## config.mk

```make
export PLATFORM = sky130hd
export DESIGN_NAME = text_encoding_detector
export DESIGN_NICKNAME = d
export VERILOG_FILES = /design/src/tedet_pkg.sv /design/src/tedet_scan.sv /design/src/tedet_classify.sv /design/src/text_encoding_detector.sv
export SDC_FILE = /design/constraint.sdc
export NUM_CORES = 1
export LEC_CHECK = 0
export ABC_AREA = 0
export BUFFER_PORTS_ARGS = -buffer_cell sky130_fd_sc_hd__buf_2
export CAP_MARGIN = 10
export CORE_MARGIN = 3
export CORE_UTILIZATION = 51
export CTS_BUF_LIST = sky130_fd_sc_hd__clkbuf_4
export DETAILED_ROUTE_END_ITERATION = 10
export PLACE_DENSITY = 0.71
export SYNTH_ARGS = -nofsm -noshare
export SYNTH_HDL_FRONTEND = slang
export SYNTH_HIERARCHICAL = 1
export SYNTH_SLANG_ARGS = --single-unit
```

## constraint.sdc

```tcl
create_clock -name clock -period 4.4 [get_ports clock]
set_clock_uncertainty 0.15 [all_clocks]
set_input_delay 0.44 -clock clock [delete_from_list [all_inputs] [get_ports clock]]
set_output_delay 0.44 -clock clock [all_outputs]
set_load 0.005 [all_outputs]
```

## src/tedet_pkg.sv

```systemverilog
// shared types and constants of the text encoding detector
// no dependencies
package tedet_pkg;

   localparam int CountBits = 32;
   localparam logic [CountBits-1:0] CountMax = '1;

   typedef enum logic [2:0] {
      EncUtf8    = 3'd0,
      EncUtf16Le = 3'd1,
      EncUtf16Be = 3'd2,
      EncCp1252  = 3'd3,
      EncBinary  = 3'd4
   } encoding_type;

   typedef enum logic [1:0] {
      BomNone = 2'd0,
      BomLe   = 2'd1,
      BomBe   = 2'd2
   } bom_type;

   typedef enum logic [2:0] {
      RangeFull  = 3'd0,
      RangeA0Bf  = 3'd1,
      Range809F  = 3'd2,
      Range90Bf  = 3'd3,
      Range808F  = 3'd4
   } range_type;

   typedef struct packed {
      logic [7:0] data_byte;
      logic       has_byte;
      logic       last;
   } item_type;

   typedef struct packed {
      logic [CountBits-1:0] byte_count;
      logic [CountBits-1:0] odd_nul_count;
      logic [CountBits-1:0] even_nul_count;
      logic                 error_seen;
      logic [CountBits-1:0] error_position;
      bom_type              bom_kind;
      logic                 count_overflow;
   } summary_type;

endpackage

```

## src/tedet_scan.sv

```systemverilog
// per-byte scanner: counters, byte order mark and strict utf-8 check
// registers the stream summary at the end word; uses tedet_pkg
module tedet_scan
   import tedet_pkg::*;
(
   input  logic        clock,
   input  logic        reset,
   input  logic        item_valid,
   input  item_type    item,
   output logic        item_ready,
   output logic        sum_valid,
   output summary_type sum,
   input  logic        sum_ready
);

   logic [CountBits-1:0] cnt_ff, cnt_in;
   logic [CountBits-1:0] odd_ff, odd_in;
   logic [CountBits-1:0] even_ff, even_in;
   logic [1:0]           left_ff, left_in;
   range_type            kind_ff, kind_in;
   logic [CountBits-1:0] start_ff, start_in;
   logic                 err_ff, err_in;
   logic [CountBits-1:0] errpos_ff, errpos_in;
   logic [7:0]           first_ff, first_in;
   bom_type              bom_ff, bom_in;
   logic                 ovf_ff, ovf_in;
   logic                 sum_valid_ff, sum_valid_in;
   summary_type          sum_ff, sum_in;
   logic                 free;
   logic                 step;

   function automatic logic in_range(range_type kind, logic [7:0] b);
      logic [7:0] lo;
      logic [7:0] hi;
      lo = 8'h80;
      hi = 8'hBF;
      case (kind)
         RangeA0Bf: lo = 8'hA0;
         Range809F: hi = 8'h9F;
         Range90Bf: lo = 8'h90;
         Range808F: hi = 8'h8F;
         default:   lo = 8'h80;
      endcase
      return (b >= lo) && (b <= hi);
   endfunction

   assign free       = !sum_valid_ff || sum_ready;
   assign item_ready = free;
   assign step       = item_valid && free;
   assign sum_valid  = sum_valid_ff;
   assign sum        = sum_ff;

   always_comb begin
      logic [CountBits-1:0] pos;
      logic [7:0]           b;
      cnt_in    = cnt_ff;
      odd_in    = odd_ff;
      even_in   = even_ff;
      left_in   = left_ff;
      kind_in   = kind_ff;
      start_in  = start_ff;
      err_in    = err_ff;
      errpos_in = errpos_ff;
      first_in  = first_ff;
      bom_in    = bom_ff;
      ovf_in    = ovf_ff;
      sum_in    = sum_ff;
      pos       = cnt_ff;
      b         = item.data_byte;
      sum_valid_in = free ? (item_valid && item.last) : sum_valid_ff;

      if (step && item.has_byte) begin
         if (cnt_ff != CountMax) cnt_in = cnt_ff + CountBits'(1);
         else ovf_in = 1'b1;

         if (pos == '0) first_in = b;
         else if (pos == CountBits'(1)) begin
            if (first_ff == 8'hFF && b == 8'hFE) bom_in = BomLe;
            else if (first_ff == 8'hFE && b == 8'hFF) bom_in = BomBe;
         end

         if (b == 8'h00) begin
            if (pos[0]) odd_in = (odd_ff != CountMax) ? odd_ff + CountBits'(1) : odd_ff;
            else even_in = (even_ff != CountMax) ? even_ff + CountBits'(1) : even_ff;
         end

         if (!err_ff) begin
            if (left_ff != 2'd0) begin
               if (!in_range(kind_ff, b)) begin
                  err_in    = 1'b1;
                  errpos_in = start_ff;
                  left_in   = 2'd0;
               end else begin
                  left_in = left_ff - 2'd1;
               end
               kind_in = RangeFull;
            end else if (b == 8'h00) begin
               err_in    = 1'b1;
               errpos_in = pos;
            end else if (b[7]) begin
               start_in = pos;
               kind_in  = RangeFull;
               case (b) inside
                  [8'hC2:8'hDF]: left_in = 2'd1;
                  8'hE0: begin
                     left_in = 2'd2;
                     kind_in = RangeA0Bf;
                  end
                  8'hED: begin
                     left_in = 2'd2;
                     kind_in = Range809F;
                  end
                  [8'hE1:8'hEF]: left_in = 2'd2;
                  8'hF0: begin
                     left_in = 2'd3;
                     kind_in = Range90Bf;
                  end
                  [8'hF1:8'hF3]: left_in = 2'd3;
                  8'hF4: begin
                     left_in = 2'd3;
                     kind_in = Range808F;
                  end
                  default: begin
                     err_in    = 1'b1;
                     errpos_in = pos;
                  end
               endcase
            end
         end
      end

      if (step && item.last) begin
         // a sequence cut off at the end counts from its lead byte
         if (!err_in && left_in != 2'd0) begin
            err_in    = 1'b1;
            errpos_in = start_in;
         end
         sum_in.byte_count     = cnt_in;
         sum_in.odd_nul_count  = odd_in;
         sum_in.even_nul_count = even_in;
         sum_in.error_seen     = err_in;
         sum_in.error_position = errpos_in;
         sum_in.bom_kind       = bom_in;
         sum_in.count_overflow = ovf_in;
         cnt_in    = '0;
         odd_in    = '0;
         even_in   = '0;
         left_in   = 2'd0;
         kind_in   = RangeFull;
         start_in  = '0;
         err_in    = 1'b0;
         errpos_in = '0;
         first_in  = 8'h00;
         bom_in    = BomNone;
         ovf_in    = 1'b0;
      end
   end

   always_ff @(posedge clock) begin
      if (reset) begin
         cnt_ff       <= '0;
         odd_ff       <= '0;
         even_ff      <= '0;
         left_ff      <= 2'd0;
         kind_ff      <= RangeFull;
         start_ff     <= '0;
         err_ff       <= 1'b0;
         errpos_ff    <= '0;
         first_ff     <= 8'h00;
         bom_ff       <= BomNone;
         ovf_ff       <= 1'b0;
         sum_valid_ff <= 1'b0;
      end else begin
         cnt_ff       <= cnt_in;
         odd_ff       <= odd_in;
         even_ff      <= even_in;
         left_ff      <= left_in;
         kind_ff      <= kind_in;
         start_ff     <= start_in;
         err_ff       <= err_in;
         errpos_ff    <= errpos_in;
         first_ff     <= first_in;
         bom_ff       <= bom_in;
         ovf_ff       <= ovf_in;
         sum_valid_ff <= sum_valid_in;
      end
   end

   always_ff @(posedge clock) begin
      sum_ff <= sum_in;
   end

endmodule

```

## src/tedet_classify.sv

```systemverilog
// end-of-stream classifier with the result register
// takes the stream summary from tedet_scan; uses tedet_pkg
module tedet_classify
   import tedet_pkg::*;
(
   input  logic         clock,
   input  logic         reset,
   input  logic         sum_valid,
   input  summary_type  sum,
   output logic         sum_ready,
   output logic         out_valid,
   input  logic         out_ready,
   output encoding_type encoding,
   output logic         utf8_error,
   output logic [31:0]  error_offset,
   output logic         length_saturated
);

   logic         out_valid_ff, out_valid_in;
   encoding_type enc_ff, enc_in;
   logic         err_ff;
   logic [31:0]  off_ff, off_in;
   logic         sat_ff;
   logic         load;

   // nul * 4 >= h * 3
   function automatic logic enough_nuls(logic [CountBits-1:0] nul, logic [CountBits-1:0] h);
      logic [CountBits+1:0] lhs;
      logic [CountBits+1:0] rhs;
      lhs = {nul, 2'b00};
      rhs = (CountBits+2)'(h) + ((CountBits+2)'(h) << 1);
      return lhs >= rhs;
   endfunction

   assign sum_ready = !out_valid_ff || out_ready;
   assign load      = sum_valid && sum_ready;

   always_comb begin
      logic [CountBits-1:0] n;
      logic [CountBits-1:0] h;
      logic                 even_len;
      logic [63:0]          pos64;
      n        = sum.byte_count;
      h        = n >> 1;
      even_len = (n >= CountBits'(4)) && !n[0];
      pos64    = 64'(sum.error_position);

      if (sum.bom_kind == BomLe) enc_in = EncUtf16Le;
      else if (sum.bom_kind == BomBe) enc_in = EncUtf16Be;
      else if (!sum.error_seen) enc_in = EncUtf8;
      else if (even_len && sum.even_nul_count == '0 &&
               enough_nuls(sum.odd_nul_count, h)) enc_in = EncUtf16Le;
      else if (even_len && sum.odd_nul_count == '0 &&
               enough_nuls(sum.even_nul_count, h)) enc_in = EncUtf16Be;
      else if (sum.odd_nul_count == '0 && sum.even_nul_count == '0) enc_in = EncCp1252;
      else enc_in = EncBinary;

      if (!sum.error_seen) off_in = 32'h0;
      else if (pos64 > 64'hFFFF_FFFF) off_in = 32'hFFFF_FFFF;
      else off_in = pos64[31:0];

      out_valid_in = sum_ready ? sum_valid : out_valid_ff;
   end

   always_ff @(posedge clock) begin
      if (reset) begin
         out_valid_ff <= 1'b0;
      end else begin
         out_valid_ff <= out_valid_in;
      end
   end

   always_ff @(posedge clock) begin
      if (load) begin
         enc_ff <= enc_in;
         err_ff <= sum.error_seen;
         off_ff <= off_in;
         sat_ff <= sum.count_overflow;
      end
   end

   assign out_valid        = out_valid_ff;
   assign encoding         = enc_ff;
   assign utf8_error       = err_ff;
   assign error_offset     = off_ff;
   assign length_saturated = sat_ff;

endmodule

```

## src/text_encoding_detector.sv

```systemverilog
// text encoding detector top level: input register, scanner, classifier
// depends on tedet_pkg, tedet_scan, tedet_classify
//
//   channel  direction  tdata                          tuser     tlast
//   req      in         data_byte[7:0]                 has_byte  end of stream
//   rsp      out        encoding, utf8_error, offset,  -         -
//                       length_saturated
//
// one word accepted per cycle while rsp is not stalled; no gaps between streams
// after the tlast word is taken, the summary register and then the result register load
// reset clears all counters and valid flags
// a stall on rsp holds two results and one input word, then drops req_tready
module text_encoding_detector
   import tedet_pkg::*;
(
   input  logic        clock,
   input  logic        reset,
   input  logic        req_tvalid,
   output logic        req_tready,
   input  logic [7:0]  req_tdata,   // [7:0] data_byte
   input  logic        req_tuser,   // [0] has_byte
   input  logic        req_tlast,
   output logic        rsp_tvalid,
   input  logic        rsp_tready,
   output logic [39:0] rsp_tdata    // [2:0] encoding, [3] utf8_error,
                                    // [35:4] error_offset, [36] length_saturated
);

   logic         in_valid_ff, in_valid_in;
   item_type     in_ff;
   logic         item_ready;
   logic         sum_valid;
   summary_type  sum;
   logic         sum_ready;
   encoding_type encoding;
   logic         utf8_error;
   logic [31:0]  error_offset;
   logic         length_saturated;

   assign req_tready  = !in_valid_ff || item_ready;
   assign in_valid_in = req_tready ? req_tvalid : in_valid_ff;

   always_ff @(posedge clock) begin
      if (reset) begin
         in_valid_ff <= 1'b0;
      end else begin
         in_valid_ff <= in_valid_in;
      end
   end

   always_ff @(posedge clock) begin
      if (req_tvalid && req_tready) begin
         in_ff.data_byte <= req_tdata;
         in_ff.has_byte  <= req_tuser;
         in_ff.last      <= req_tlast;
      end
   end

   tedet_scan u_scan (
      .clock      (clock),
      .reset      (reset),
      .item_valid (in_valid_ff),
      .item       (in_ff),
      .item_ready (item_ready),
      .sum_valid  (sum_valid),
      .sum        (sum),
      .sum_ready  (sum_ready)
   );

   tedet_classify u_classify (
      .clock            (clock),
      .reset            (reset),
      .sum_valid        (sum_valid),
      .sum              (sum),
      .sum_ready        (sum_ready),
      .out_valid        (rsp_tvalid),
      .out_ready        (rsp_tready),
      .encoding         (encoding),
      .utf8_error       (utf8_error),
      .error_offset     (error_offset),
      .length_saturated (length_saturated)
   );

   assign rsp_tdata = {3'b000, length_saturated, error_offset, utf8_error, encoding};

   a_enc_code: assert property (@(posedge clock) disable iff (reset)
      rsp_tvalid |-> (encoding == EncUtf8 || encoding == EncUtf16Le ||
                      encoding == EncUtf16Be || encoding == EncCp1252 ||
                      encoding == EncBinary))
      else $error("encoding code out of range");

   a_no_err_offset: assert property (@(posedge clock) disable iff (reset)
      (rsp_tvalid && !utf8_error) |-> (error_offset == 32'h0))
      else $error("error offset without utf-8 error");

   a_clean_utf8: assert property (@(posedge clock) disable iff (reset)
      (rsp_tvalid && !utf8_error) |->
         (encoding == EncUtf8 || encoding == EncUtf16Le || encoding == EncUtf16Be))
      else $error("valid utf-8 stream classified as legacy encoding");

   a_sum_waits: assert property (@(posedge clock) disable iff (reset)
      (sum_valid && !sum_ready) |=> sum_valid)
      else $error("stream summary dropped while stalled");

endmodule
```

==> reports/qor.csv, run 1 <==
metric;value;unit
num_rows;69;
initial_core_util;0.525;
io_buffers;52;
critPathMostFrequentCell;a21oi_4;
dieWidth;199;um
area_delta_synth_final;18.5;%
p_seq_frac;0.513;
grt_pass1_wl;75.0;mm
max_clock_freq;210;MHz
ys.flop_type;dfxtp_1;
netlist_instances;1800;
dp_cells;2339;
cpLargestDelayFamily;simple AND/OR/NAND/NOR gates;
dpl_cell_area;20400;um2
fill_cells;2922;
status;complete, but fails checks;
vias;14800;
place_congestion;0.919;
startpoint_type;register;
seq_area;8980;um2
clk_pin_slew;0.07;ns
fin_crit_sh;1.08;
syn-cell-area;19000;um2
dieArea;39500;um2
critPathKind;reg -> reg;
ctsLongestPathBuffers;3;
p_leak;8.80;nW
swShare;0.239;
violations;negative setup slack;
routed_wirelength;46.6;mm
layout_setup_ws;-0.353;ns
coreArea;36100;um2
instances_no_fill;2546;
synth_cell_types;85;
drtIter0Drc;985;
numCtsBuffers;93;
cp-end-kind;register;
drv_slew;0;
r2r_slack;-0.35;ns
crit_buf_inv;4;
nNetsFinal;2144;
required;4.91;ns
drive_gt1_frac;0.226;
max_cap_viol_count;0;
synthArstFlopShare;0;
antenna_found_initial;2;
cp_max_fo;3;
min_period;4.75;ns
seq_area_frac_synth;0.474;
cpMaxStageDelayCell;edfxtp_1;
synth_area_per_cell;10.5;um2
fin_setup_tns;-1.00;ns
power_frac_clock;0.430;
peakVddDrop;0.224;mV
power.switching;0.00166;W
synth_edf_count;179;
dp_hpwl;31.9;mm
combPwrFrac;0.057;
hold_path_class;in -> reg;
cts_max_level;3;
crit_chain;inv_2 > ha_4 > nand3_4 > buf_6 > o211a_4 > nor3_4 > o21ai_1 > buf_4 > a21oi_4 > a21oi_4 > a21oi_4 > and4_4 > nor4_4 > ha_1 > nand4b_1 > nor4_4 > buf_4 > and2_4 > o311ai_2 > and4_4 > a31oi_4 > o311a_1 > maj3_2;
grtUsageTotal;0.236;
ys_ff_latch;359;
clock_latency;0.80;ns
wire_per_inst;18.3;um
finalHoldViolations;0;
cp_slowest_stage_delay;0.45;ns
drc;0;
setup_violations;3;
ios;56;
fin_area;22500;um2
powerDensity;309;nW/um2
cts.sinks;359;
root_buffer;clkbuf_4;
grt_max_degree;133;
ant_nets;0;
firstDrtPassIters;5;
maxSlewHeadroom;0.276;
grt_pass1_vias;14700;
multi_input_area;9870;um2
dieHeight;199;um
cp.arrival;5.26;ns
drt-vias-per-instance;5.81;
worstMarginPinSlew;1.09;ns
overflow;0;
rsz0062_at_grt;yes;
p_int;0.00528;W
yosysWarningCount;6;
cts_tree;built;
==> stage by stage <==
step           utilization  hold WS [ns]  setup slack (ns)  total power (W)
4_1_cts              0.616         0.153            -0.308          0.00703
3_3_place_gp         0.565         0.256            -0.445          0.00399
2_1_floorplan            -         0.250            -0.169          0.00386
5_1_grt              0.623         0.203            -0.589          0.00725
3_5_place_dp         0.565         0.278            -0.586          0.00400
6_report             0.623         0.257            -0.353          0.00694
==> final cells by class <==
| class | instances | share of cell area |
|---|---|---|
| Inverter | 92 | 0.0155 |
| Clock inverter | 23 | 0.00629 |
| Multi-Input combinational cell | 1264 | 0.439 |
| Clock buffer | 149 | 0.0498 |
| Antenna cell | 1 | 0.000111 |
| Tap cell | 461 | 0.0257 |
| Timing Repair Buffer | 197 | 0.0641 |
| Sequential cell | 359 | 0.399 |
==> synthesized netlist by cell type (8+ instances only) <==
master / count / area share
a211oi_1: 49 / 0.019
a21o_1: 31 / 0.012
a21oi_1: 59 / 0.016
a311oi_1: 34 / 0.016
and2_1: 134 / 0.044
and3_1: 28 / 0.0092
and4_1: 23 / 0.011
buf_2: 8 / 0.0021
buf_4: 9 / 0.0036
clkbuf_1: 64 / 0.013
dfxtp_1: 180 / 0.19
edfxtp_1: 179 / 0.28
ha_1: 122 / 0.081
inv_1: 91 / 0.018
mux2i_1: 83 / 0.044
nand2_1: 80 / 0.016
nand2b_1: 8 / 0.0026
nand3_1: 66 / 0.017
nand4_1: 59 / 0.019
nor2_1: 112 / 0.022
nor3_1: 27 / 0.0071
nor3b_1: 33 / 0.013
nor4_1: 35 / 0.012
nor4_2: 10 / 0.0066
o21ai_0: 29 / 0.0077
or3_1: 9 / 0.0030
xnor2_1: 85 / 0.039
xor2_1: 26 / 0.012
==> registers in the layout (all words and copies together) (netlist names) <==
register / count
u_scan/odd_ff: 32
u_classify/out_valid: 1
u_scan/sum: 132
u_classify/utf8_error: 1
in_valid_ff: 1
u_scan/bom_ff: 2
u_scan/start_ff: 32
u_classify/length_saturated: 1
u_classify/error_offset: 32
u_scan/left_ff: 2
u_scan/ovf_ff: 1
u_scan/even_ff: 32
u_scan/first_ff: 8
u_scan/kind_ff: 3
u_scan/errpos_ff: 32
u_classify/encoding: 3
u_scan/cnt_ff: 32
u_scan/sum_valid: 1
in_ff: 10
u_scan/err_ff: 1
==> what timing repair did <==
item,4_1_cts,5_1_grt
resized for setup,61,32
endpoints found under the hold margin,39,0
endpoints found under the setup margin,3,3
buffers inserted,15,6
hold buffers,14,0
pin swaps,38,33
==> worst paths after layout <==
path | depth (start not counted) | startpoint | to
max | 23 | u_scan/sum[104] | u_classify/encoding[1]
min | 2 | req_tdata[2] | in_ff[4]
max reg2reg | 23 | u_scan/sum[104] | u_classify/encoding[1]
min reg2reg | 0 | u_scan/sum[0] | u_classify/length_saturated
==> kinds of logic (layout without fill, tap and decap cells) <==
family	count (synthesis)	in the layout	share of synthesized area
XOR/XNOR	112	112	0.0525
flip-flops	359	359	0.474
AND/OR/NAND/NOR	665	665	0.203
other	1	4	0.000198
buffers and inverters	179	461	0.0382
AO/OA/AOI/OAI	272	272	0.103
adder cells (fa/ha/maj)	124	124	0.0821
multiplexers	88	88	0.0468
==> worst reg2reg max path, stage by stage, from the launching register on <==
cell and delay [ns]:
edfxtp_1 0.45, inv_2 0.08, ha_4 0.29, nand3_4 0.07
buf_6 0.12, o211a_4 0.25, nor3_4 0.16, o21ai_1 0.07
buf_4 0.15, a21oi_4 0.19, a21oi_4 0.09, a21oi_4 0.22
and4_4 0.25, nor4_4 0.04, ha_1 0.32, nand4b_1 0.18
nor4_4 0.37, buf_4 0.19, and2_4 0.13, o311ai_2 0.10
and4_4 0.23, a31oi_4 0.16, o311a_1 0.21, maj3_2 0.19
==> layer usage <==
metal	track usage	share of wire
met2	0.377	0.46
met4	0.106	0.036
met3	0.0474	0.063
met5	0	0
met1	0.313	0.44
==> placed cells by master (no fill, tap or decap), drive strengths merged, types with 80 or more instances in the layout <==
cell type	n
buf	183
nand2	80
dfxtp	180
edfxtp	179
clkbuf	149
xnor2	85
inv	92
and2	135
ha	122
mux2i	83
nor2	112
==> power by group through the flow <==
stage	logic [W]	clock network [W]	registers, W
floorplan	0.000245	0	0.00362
global placement	0.000352	0	0.00363
detailed placement	0.000362	0	0.00364
CTS	0.000387	0.00308	0.00356
global route	0.000433	0.00325	0.00356
finish	0.000398	0.00298	0.00356
Note: power is estimated with default switching activity, not from simulation.
==> inputs of run 2 (changes only) <==
CORE_ASPECT_RATIO = 2   (was default)
==> run 2 against run 1 <==
  * The flow still finishes with violations (negative setup slack)
  * Maximum frequency down 3.0%
  * Die area increased by 0.35%
  * Flip-flop and latch count unchanged
  * Register-to-register slack lost 0.15 ns
  * Critical path type unchanged
  * Critical endpoint unchanged
  * Largest cell class unchanged
  * Highest routed layer unchanged
==> reports/qor.csv, run 2 (same netlist as run 1, synthesis figures left out) <==
metric;value;unit;change
cpMaxStageDelayCell;edfxtp_1;;
fill_cells;3023;;+3.5%
cp.arrival;5.38;ns;+0.12 ns
maxSlewHeadroom;0.296;;+0.0201
layout_setup_ws;-0.501;ns;-0.149 ns
drive_gt1_frac;0.207;;-0.0185
clock_latency;0.79;ns;about the same
routed_wirelength;51.6;mm;+11%
crit_buf_inv;3;;-1
largest_reg_flops;132;;unchanged
dieWidth;142;um;-28%
max_clock_freq;204;MHz;-3.0%
io_buffers;52;;unchanged
max_cap_viol_count;0;;unchanged
firstDrtPassIters;5;;unchanged
peakVddDrop;0.225;mV;+0.54%
dieArea;39700;um2;+0.35%
powerDensity;300;nW/um2;-2.8%
grt_max_degree;133;;unchanged
place_congestion;0.940;;+2.2%
initial_core_util;0.519;;-0.00653
cts.sinks;359;;unchanged
cts_tree;built;;
cp_slowest_stage_delay;0.46;ns;about the same
p_leak;8.74;nW;-0.68%
post-place-ws;-0.767;ns;-0.181 ns
cts_max_level;3;;unchanged
num_rows;99;;+43%
min_period;4.90;ns;+0.149 ns
nNetsFinal;2147;;+0.14%
area_delta_synth_final;16.8;%;
final_util;0.606;;-0.0167
fin_crit_sh;1.11;;+0.0338
status;complete, but fails checks;;
required;4.88;ns;-0.03 ns
coreArea;36500;um2;+1.3%
wire_per_inst;20.4;um;+11%
instances_no_fill;2532;;-0.55%
whs;0.219;ns;-0.0375 ns
dieHeight;279;um;+40%
drv_slew;0;;unchanged
startpoint_type;register;;
layout_commonest_cell;dfxtp_1;;
ant_nets;0;;unchanged
grt_pass1_vias;15600;;+6.2%
ios;56;;unchanged
dp_hpwl;38.0;mm;+19%
rsz0062_at_grt;yes;;
vias;14900;;+0.73%
crit_chain;ha_4 > buf_6 > a21oi_4 > a211oi_4 > o31ai_2 > buf_4 > a31oi_4 > o21a_1 > o21ai_4 > o2bb2ai_4 > nor3_2 > a311oi_1 > buf_4 > ha_4 > nand4_1 > nor4_4 > nand3_1 > mux2_4 > and4_4 > a31oi_4 > o311a_1 > maj3_2;;
dp_cells;2352;;+0.56%
grtUsageTotal;0.259;;+0.0232
clk_pin_slew;0.07;ns;about the same
finalHoldViolations;0;;unchanged
cp-end-kind;register;;
drt-vias-per-instance;5.89;;+1.3%
root_buffer;clkbuf_4;;
cp_max_fo;5;;+2
setup_violations;3;;unchanged
hold_path_class;in -> reg;;
seq_area;8980;um2;unchanged
ctsLongestPathBuffers;3;;unchanged
numCtsBuffers;84;;-9.7%
layout_common_cells;dfxtp_1 (180), edfxtp_1 (179), buf_4 (137);;
cpLargestDelayFamily;compound AO/OA/AOI/OAI gates;;
antenna_found_initial;1;;-1
overflow;0;;unchanged
drtIter0Drc;721;;-27%
critPathKind;reg -> reg;;
drc;0;;unchanged
worstMarginPinSlew;1.06;ns;-0.0301 ns
grt_pass1_wl;80.7;mm;+7.5%
violations;negative setup slack;;
multi_input_area;9630;um2;-2.4%
-- run 2: cell count changes in the layout (fill, tap and decap cells not counted), sizes merged --
cell / previous run / this run
buf: 183 / 195
bufinv: 1 / 0
clkinv: 18 / 22
clkbuf: 149 / 127
-- run 2: repair_timing --
action	4_1_cts	5_1_grt
endpoints found under the setup margin	3	3
gates resized for setup	18	31
setup buffers	8	4
hold buffers	14	0
cloned	0	0
pin swaps	21	28
hold endpoints to repair	23	0
-- run 2: routing by layer --
metal	share of wire	GRT usage	wire (um)
met3	0.037	0.0427	1930
met2	0.55	0.494	28300
met5	0	0	0
met4	0.089	0.198	4590
met1	0.32	0.236	16800
-- run 2: worst reg2reg max path, delay by kind of cell, from the launching register on --
family | cells | cell delay, ns
AO/OA/AOI/OAI | 10 | 1.83
adder cells (fa/ha/maj) | 3 | 0.58
buffers and inverters | 3 | 0.47
flip-flops | 1 | 0.46
multiplexers | 1 | 0.28
AND/OR/NAND/NOR | 5 | 1.00
-- run 2: worst paths after layout --
kind	startpoint	endpoint	slack [ns]	depth (start not counted)
min reg2reg	u_scan/sum[0]	u_classify/length_saturated	0.32	0
min	req_tdata[2]	in_ff[4]	0.22	2
max reg2reg	u_scan/sum[103]	u_classify/encoding[1]	-0.50	22
max	u_scan/sum[103]	u_classify/encoding[1]	-0.50	22
-- run 2: area by class of cell --
| type | instances | share of cell area |
|---|---|---|
| multi-input combinational | 1264 | 0.435 |
| clock buffer | 127 | 0.0430 |
| clock inverter | 26 | 0.00559 |
| timing repair buffer | 209 | 0.0695 |
| antenna | 1 | 0.000113 |
| tap | 454 | 0.0256 |
| inverter | 92 | 0.0158 |
| sequential | 359 | 0.405 |
-- run 2: per-stage QoR --
stage	instance area [um2]	TNS, ns	total power [W]
floorplan	19100	-0.172	0.00386
global placement	20500	-1.75	0.00399
detailed placement	20500	-2.04	0.00400
CTS	21900	-1.56	0.00673
global route	22100	-2.14	0.00693
finish	22100	-1.35	0.00665
-- run 2: where the power goes --
part           internal (W)  switching, W  leakage, nW
combinational      0.000151      0.000242         4.74
clock               0.00133       0.00136        0.645
sequential          0.00353     0.0000330         3.35
==> inputs of run 3 (changes only) <==
MAX_ROUTING_LAYER = met4   (was default)
==> run 3 against run 2 <==
  * Critical path depth down 2
  * Non-clock buffer count up 8
  * Sequential share of layout area down 0.18 points
  * Flip-flop and latch count unchanged
  * Utilization up 0.27 points
  * Power up 0.33%
  * Clock power about the same
  * First-iteration DRC count up 12%
  * The flow still finishes with violations (negative setup slack)
  * Maximum frequency down 0.73%
  * Die area unchanged
  * Via count up 0.14%
  * Routed wire length up 0.68%
==> reports/qor.csv, run 3 (same netlist as run 1, synthesis figures left out) <==
metric;value;unit;change
max_cap_viol_count;0;;unchanged
power_frac_clock;0.407;;about the same
fin_crit_sh;1.12;;+0.00824
cp-end-kind;register;;
rsz0062_at_grt;yes;;
peakVddDrop;0.228;mV;+1.5%
vias;14900;;+0.14%
cp.arrival;5.44;ns;+0.06 ns
r2r_cells;20;;-9.1%
coreArea;36500;um2;unchanged
ant_nets;0;;unchanged
min_period;4.94;ns;+0.0362 ns
largest_reg_flops;132;;unchanged
max_clock_freq;203;MHz;-0.73%
io_buffers;52;;unchanged
instances_no_fill;2543;;+0.43%
hold_path_class;in -> reg;;
antenna_found_initial;1;;unchanged
violations;negative setup slack;;
finalHoldViolations;0;;unchanged
firstDrtPassIters;5;;unchanged
dieHeight;279;um;unchanged
drt-vias-per-instance;5.87;;-0.29%
dp_hpwl;37.9;mm;-0.13%
layout_setup_ws;-0.538;ns;-0.0362 ns
p_leak;8.77;nW;+0.41%
p_seq_frac;0.534;;about the same
dp_cells;2357;;+0.21%
dieWidth;142;um;unchanged
routed_wirelength;52.0;mm;+0.68%
cts.sinks;359;;unchanged
dpl_cell_area;20600;um2;+0.12%
startpoint_type;register;;
root_buffer;clkbuf_4;;
overflow;0;;unchanged
swShare;0.248;;+0.000946
drtIter0Drc;805;;+12%
post-place-ws;-0.708;ns;+0.0589 ns
layout_commonest_cell;dfxtp_1;;
maxSlewHeadroom;0.274;;-0.0218
critPathCapture;u_classify/encoding[1];;
clock_latency;0.78;ns;about the same
fin_setup_tns;-1.45;ns;-0.105 ns
grt_pass1_wl;80.3;mm;-0.42%
area_delta_synth_final;17.3;%;
powerDensity;300;nW/um2;-0.12%
num_rows;99;;unchanged
timing.rr.start;u_scan/sum[104];;
nNetsFinal;2155;;+0.37%
critPathKind;reg -> reg;;
cts_max_level;3;;unchanged
seq_area;8980;um2;unchanged
fill_cells;3033;;+0.33%
drive_gt1_frac;0.214;;+0.00657
grt_pass1_vias;15300;;-1.7%
ctsLongestPathBuffers;3;;unchanged
dieArea;39700;um2;unchanged
worstSetupStartpoint;u_scan/sum[104];;
fin_area;22200;um2;+0.45%
place_congestion;0.923;;-1.8%
initial_core_util;0.519;;unchanged
r2r_slack;-0.54;ns;-0.04 ns
p_int;0.00502;W;+0.20%
grtUsageTotal;0.266;;+0.00628
combPwrFrac;0.060;;about the same
numCtsBuffers;84;;unchanged
cts_tree;built;;
whs;0.241;ns;+0.0215 ns
setup_violations;3;;unchanged
required;4.91;ns;+0.03 ns
wire_per_inst;20.4;um;+0.24%
layout_common_cells;dfxtp_1 (180), edfxtp_1 (179), buf_4 (146);;
clk_pin_slew;0.07;ns;about the same
ios;56;;unchanged
power.switching;0.00165;W;+0.71%
drv_slew;0;;unchanged
multi_input_area;9660;um2;+0.32%
worstMarginPinSlew;1.08;ns;+0.0228 ns
grt_max_degree;133;;unchanged
cp_max_fo;5;;unchanged
status;complete, but fails checks;;
reg2reg_to;u_classify/encoding[1];;
drc;0;;unchanged
[run 3: worst min-delay path by stage]
stage,endpoint,start,cells after the start
floorplan,u_classify/length_saturated,u_scan/sum[0],0
global placement,u_classify/out_valid,u_scan/sum_valid,2
detailed placement,u_classify/length_saturated,u_scan/sum[0],0
CTS,in_ff[4],req_tdata[2],2
global route,in_ff[1],req_tuser,2
finish,in_ff[1],req_tuser,2
[run 3: per-stage QoR]
stage          power, W  utilization
2_1_floorplan   0.00386            -
3_3_place_gp    0.00399        0.563
6_report        0.00667        0.609
4_1_cts         0.00676        0.602
3_5_place_dp    0.00400        0.563
5_1_grt         0.00696        0.609
[run 3: power by group through the flow]
| stage | clock, W | sequential, W | combinational, W |
|---|---|---|---|
| final | 0.00271 | 0.00356 | 0.000398 |
| after global routing | 0.00297 | 0.00356 | 0.000432 |
| after CTS | 0.00281 | 0.00356 | 0.000382 |
| after detailed placement | 0 | 0.00364 | 0.000367 |
| after global placement | 0 | 0.00363 | 0.000359 |
| after floorplan | 0 | 0.00362 | 0.000245 |
[run 3: cell type report]
cell class / instances / area share
clock buffers: 127 / 0.0429
well taps: 454 / 0.0255
repair buffers: 217 / 0.0713
multi-input cells: 1264 / 0.434
diodes: 1 / 0.000112
clock inverters: 29 / 0.00647
flip-flops and latches: 359 / 0.404
inverters: 92 / 0.0157
[run 3: worst max-delay path: stages, from the launching register on]
cell      delay [ns]
edfxtp_1        0.41
inv_1           0.08
ha_1            0.34
nand3_1         0.16
o211a_1         0.29
nor3_2          0.17
o21ai_2         0.13
a21oi_2         0.18
a21oi_2         0.10
a21oi_2         0.25
and4_1          0.28
nor4_4          0.06
ha_1            0.33
nand4b_1        0.21
nor4_4          0.48
nand3_1         0.15
mux2_4          0.29
and4_4          0.21
a31oi_4         0.17
o311a_1         0.20
maj3_2          0.18
[run 3: routing by layer]
layer	track usage	up-vias	wire, um
met1	0.239	7181	17100
met4	0.181	0	4080
met3	0.0410	178	1850
li1	-	7104	-
met2	0.496	468	29000
met5	-	-	0
[run 3: timing repair]
item | CTS | global route
endpoints found under the hold margin | 23 | 0
pin swaps | 15 | 36
hold buffers | 14 | 0
setup endpoints to repair | 3 | 3
setup buffers | 7 | 8
resized for setup | 22 | 38
